<file path="config.mk">
export PLATFORM = sky130hd
export DESIGN_NAME = vef_rate
export DESIGN_NICKNAME = d
export VERILOG_FILES = /design/src/vef_pkg.sv /design/src/vef_rate.sv
export SDC_FILE = /design/constraint.sdc
export NUM_CORES = 1
export LEC_CHECK = 0
export ABC_AREA = 1
export BUFFER_PORTS_ARGS = -buffer_cell sky130_fd_sc_hd__buf_2
export CORE_MARGIN = 4
export CORE_UTILIZATION = 60
export DETAILED_ROUTE_END_ITERATION = 12
export GPL_TIMING_DRIVEN = 0
export PLACE_DENSITY = 0.78
export SYNTH_ARGS = -nofsm -noshare
export SYNTH_HDL_FRONTEND = slang
export SYNTH_SLANG_ARGS = --single-unit
export TNS_END_PERCENT = 5
</file>
<file path="constraint.sdc">
create_clock -name clk -period 13.64 [get_ports clk]
set_input_delay 1.364 -clock clk [delete_from_list [all_inputs] [get_ports clk]]
set_output_delay 1.364 -clock clk [all_outputs]
set_load 0.02 [all_outputs]
</file>
<file path="src/vef_pkg.sv">
// shared types, constants and register codes of the variometer filter
package vef_pkg;

	localparam int WINDOW_DEF          = 5;
	localparam int PRESSURE_BITS_DEF   = 21;
	localparam int ALPHA_FRAC_BITS_DEF = 16;

	localparam int ALPHA_W     = 16;
	localparam int SLACK_W     = 7;
	localparam int BIAS_W      = 8;
	localparam int START_W     = 21;
	localparam int CFG_DATA_W  = 21;
	localparam int CFG_INDEX_W = 3;
	localparam int RATE_W      = 16;
	localparam int BEEP_W      = 6;

	localparam logic [BEEP_W-1:0] BEEP_CAP = 6'd50;

	localparam logic [ALPHA_W-1:0]        ALPHA_RST      = 16'd6554;
	localparam logic [SLACK_W-1:0]        SLACK_RST      = 7'd10;
	localparam logic signed [BIAS_W-1:0]  SINK_BIAS_RST  = 8'sd0;
	localparam logic signed [BIAS_W-1:0]  RISE_RST       = 8'sd5;
	localparam logic [START_W-1:0]        START_RST      = 21'd1013250;

	typedef enum logic [CFG_INDEX_W-1:0] {
		REG_ALPHA,
		REG_SLACK_BAND,
		REG_SINK_BIAS,
		REG_RISE_THRESHOLD,
		REG_START_VALUE
	} cfg_reg_t;

	typedef struct packed {
		logic [ALPHA_W-1:0]       alpha;
		logic [SLACK_W-1:0]       slack_band;
		logic signed [BIAS_W-1:0] sink_bias;
		logic signed [BIAS_W-1:0] rise_threshold;
	} cfg_t;

	typedef logic signed [1:0] score_t;

	localparam score_t SCORE_UP   = 2'b01;
	localparam score_t SCORE_FLAT = 2'b00;
	localparam score_t SCORE_DOWN = 2'b11;

endpackage

</file>
<file path="src/vef_rate.sv">
// window average by reciprocal multiply, rate saturation and beep level
module vef_rate #(
	parameter int WINDOW          = vef_pkg::WINDOW_DEF,
	parameter int PRESSURE_BITS   = vef_pkg::PRESSURE_BITS_DEF,
	localparam int DSUM_W         = PRESSURE_BITS + 1 + $clog2(WINDOW)
) (
	input  logic                              clk,
	input  logic                              load,
	input  logic signed [DSUM_W-1:0]          dsum,
	input  vef_pkg::cfg_t                     cfg,
	output logic signed [vef_pkg::RATE_W-1:0] vertical_rate,
	output logic [vef_pkg::BEEP_W-1:0]        beep_level
);
	localparam int M_W    = DSUM_W;
	localparam int S      = M_W;
	localparam int R_W    = M_W + 2;
	localparam int RATE_W = vef_pkg::RATE_W;
	localparam logic [63:0]            RECIP64  = (64'd1 << S) / 64'(WINDOW);
	localparam logic [M_W-1:0]         RECIP    = RECIP64[M_W-1:0];
	localparam logic [M_W-1:0]         WIN_M    = M_W'(WINDOW);
	localparam logic signed [R_W-1:0]  RATE_MAX = R_W'(32767);
	localparam logic signed [R_W-1:0]  RATE_MIN = -R_W'(32768);

	logic                 neg;
	logic [M_W-1:0]       mag;
	logic [2*M_W-1:0]     prod;
	logic                 neg_s3;
	logic [M_W-1:0]       mag_s3, q0_s3;

	logic [M_W-1:0]            qw, rem, q;
	logic signed [R_W-1:0]     rate_w;
	logic signed [RATE_W-1:0]  rate16, rise16, cap16;

	always_comb begin
		neg  = dsum[DSUM_W-1];
		mag  = M_W'(neg ? -dsum : dsum);
		prod = (2*M_W)'(mag) * (2*M_W)'(RECIP);
	end

	always_ff @(posedge clk) begin
		if (load) begin
			neg_s3 <= neg;
			mag_s3 <= mag;
			q0_s3  <= prod[2*M_W-1:S];
		end
	end

	// estimate is low by at most one
	always_comb begin
		qw  = M_W'(q0_s3 * WIN_M);
		rem = mag_s3 - qw;
		q   = q0_s3 + M_W'(rem >= WIN_M);

		rate_w = neg_s3 ? signed'(R_W'(q)) : -signed'(R_W'(q));
		rate_w = rate_w + R_W'(cfg.sink_bias);
		if (rate_w > RATE_MAX) begin
			rate_w = RATE_MAX;
		end
		if (rate_w < RATE_MIN) begin
			rate_w = RATE_MIN;
		end
		rate16 = rate_w[RATE_W-1:0];

		rise16 = RATE_W'(cfg.rise_threshold);
		cap16  = signed'(RATE_W'(vef_pkg::BEEP_CAP));
		if (rate16 < rise16 || rate16 < 0) begin
			beep_level = '0;
		end else if (rate16 > cap16) begin
			beep_level = vef_pkg::BEEP_CAP;
		end else begin
			beep_level = rate16[vef_pkg::BEEP_W-1:0];
		end
		vertical_rate = rate16;
	end

endmodule

</file>
==> metrics.md <==
| Metric | Value |
|---|---|
| Fillers | `2333` |
| Area of the multi-input gates | `about 14000 um2` |
| Die height | `176 um` |
| Initial antenna violation count | `0` |
| Final Hold Fails | `0` |
| Post-cts hold buffer count | `0` |
| Period utilization | `0.934` |
| Mux cell area share after synthesis | `0` |
| Max Clk Rate | `0.0785 GHz` |
| First-pass GRT wire length | `72.2 mm` |
| Least-Margin Pin Slew | `1050 ps` |
| DR vias | `about 14000` |
| CTS Root Cell | `clkbuf_16` |
| Largest family of logic cells by synthesized area | `adder cells` |
| Vias in the first global route | `~15000` |
| Adder-cell share of the synthesized area | `0.494` |
| Fin. max-slew vios | `0` |
| Sequential area share after synthesis | `0.0864` |
| Synth Area in XOR/XNOR | `0.0580` |
| Total negative slack | `0 ps` |
| Commonest non-fill, non-tap cell in the layout | `inv_1` |
| Share of cells above drive strength 1 | `0.0623` |
| Synthesized area per cell | `between 8 and 9 um2` |
| Final net count | `2784` |
| Met2 GRT Util | `0.546` |
| Critical Path Most Common Cell | `nand2_1` |
| Largest net degree at the start of global routing | `50` |
| Slew headroom | `0.301` |
| Fin crit period | `12740 ps` |
| Post-DP HPWL | `39.3 mm` |
| Worst-path fanout max | `9` |
| Final wirelength | `43.2 mm` |
| Cell area after synthesis | `17000 um2` |
| Synth Instances | `2111` |
| Initial core utilization | `0.611` |
| Worst Setup SP | `q0_s3[4]` |
| Setup-failing EPs final | `0` |
| WP data required | `12280 ps` |
| Leading area contributor after synthesis | `fa_1` |
| Layout area overhead | `5.80%` |
| Commonest non-fill, non-tap cells in the layout | `inv_1, nand2_1, ha_1` |
| Critical Path End Type | `output port` |
| CTS H-tree depth | `2` |
| Syn. warnings | `0` |
| Yosys top cell area share | `0.268` |
| Core area | `27900 um2` |
| Worst hold path type | `in -> reg` |
| Antenna Cells | `0` |
| Initial DRC count | `995` |
| I/O Buffers | `64` |
| ANT nets after route | `0` |
| Max incr delay on CP | `approximately 540 ps` |
| Gr usage total | `0.290` |
| Vias per std cell | `5.45` |
| Grt met3 use | `0.0347` |
| Maxcap violations | `0` |
| Total gr overflow | `0` |
| Busiest layer in global routing | `met2` |
| Clk sinks | `49` |
| Slowest-stage cell, CP | `edfxtp_1` |
| Clock transition at path regs | `around 60 ps` |
| Number of remaining DRC errors | `0` |
| I/O pin cnt | `88` |
| Outcome | `finished clean` |
| Yosys cell types | `45` |
| Initial DRT Pass Iterations | `7` |
| CP endpoint | `beep_level[4]` |
| Area contributors post-synth | `fa_1, ha_1, inv_1` |
| Std cell rows | `a little over 60` |
| Die area | `31100 um2` |
| Startpoint types | `flop` |
| Postcts setup bufs | `0` |
| Sequential cell area | `1470 um2` |
| WL/cell | `16.9 um` |
| Crit path arrival time | `~11000 ps` |
| CTS tree | `yes` |
| Die Width | `176 um` |
| Worst setup path class | `reg -> out` |
| Post-Synth Simple-Gate Area | `0.168` |
| Max clock buf depth | `2` |
| RSZ-0062 raised after global routing | `false` |
| GPL Wtd Cong | `approximately 0.98` |
| Synth Area in Compound Gates | `0.0707` |
| FF+latch count, synth | `just under 50` |
| GR Util met1 | `0.339` |
| Syn Nets | `2713` |
| Number of buffers created by CTS | `5` |
per-layer routing:
metal	vias up	wire length, um
met3	107	2320
met4	0	1810
li1	6743	-
met2	438	22300
met1	6661	16800
met5	-	0
critical path, delay by kind of cell (launching register included):
| kind | cells | cell delay (ps) |
|---|---|---|
| and+or+nand+nor | 42 | 5260 |
| adders and majority gates | 7 | 2550 |
| AOI/OAI and AO/OA | 8 | 1710 |
| buffers and inverters | 7 | 620 |
| DFF | 1 | 540 |
| xor gates and xnor gates | 2 | 380 |
worst min-delay path by stage:
stage,from,endpoint,slack [ps],cells past startpoint
2_1_floorplan,dsum[0],mag_s3[0],1460,0
3_3_place_gp,dsum[24],neg_s3,1570,1
3_5_place_dp,dsum[24],neg_s3,1580,1
4_1_cts,dsum[24],neg_s3,1280,1
5_1_grt,dsum[24],neg_s3,1280,1
6_report,dsum[24],neg_s3,1280,1
synthesized netlist by cell type, drive strengths merged:
library cell	number
o211ai	3
buf	2
o21a	3
xnor2	51
nand2	338
o31ai	4
o21ai	53
nor4	6
a21boi	4
or2	6
nor3b	4
ha	308
inv	548
nor3	23
o2111ai	3
a31oi	9
o221a	1
nor2	174
o21bai	8
o211a	1
o2bb2ai	1
xor2	61
o221ai	2
a21o	6
and2	3
or3	1
nand3	51
a21oi	112
a211oi	5
clkbuf	4
nand4	32
nand3b	6
fa	228
edfxtp	49
and3	1
registers in the layout (all words and copies together), names as in the netlist:
| register | count |
|---|---|
| neg_s3 | 1 |
| q0_s3 | 23 |
| mag_s3 | 25 |
through the flow:
step	area (um2)	hold WS, ps	utilization	std cells	setup WS (ps)
floorplan	17000	1460	-	2111	2950
global placement	17800	1570	0.640	2553	1110
detailed placement	17800	1580	0.640	2553	710
CTS	18000	1280	0.646	2561	358
global route	18000	1280	0.647	2561	12.6
finish	18000	1280	0.647	2561	896
kinds of logic after synthesis:
family	after synthesis
DFF	49
adders and majority gates	536
and+or+nand+nor	645
AOI/OAI and AO/OA	215
buffers and inverters	554
xor gates and xnor gates	112
final cells by class:
| class | count | share of cell area |
|---|---|---|
| Sequential cell | 49 | 0.0817 |
| Multi-Input combinational cell | 1508 | 0.749 |
| Clock inverter | 3 | 0.00229 |
| Tap cell | 378 | 0.0263 |
| Inverter | 548 | 0.114 |
| Clock buffer | 5 | 0.00695 |
| Timing Repair Buffer | 64 | 0.0178 |
| Buffer | 6 | 0.00139 |
repair_timing:
| action | in CTS | in global routing |
|---|---|---|
| hold endpoints to repair | 0 | 0 |
| endpoints found under the setup margin | 0 | 6 |
| gates resized for setup | 0 | 8 |
Power is not shown: default switching activity piles up to over one toggle a cycle in this logic, so the estimate is an artifact.
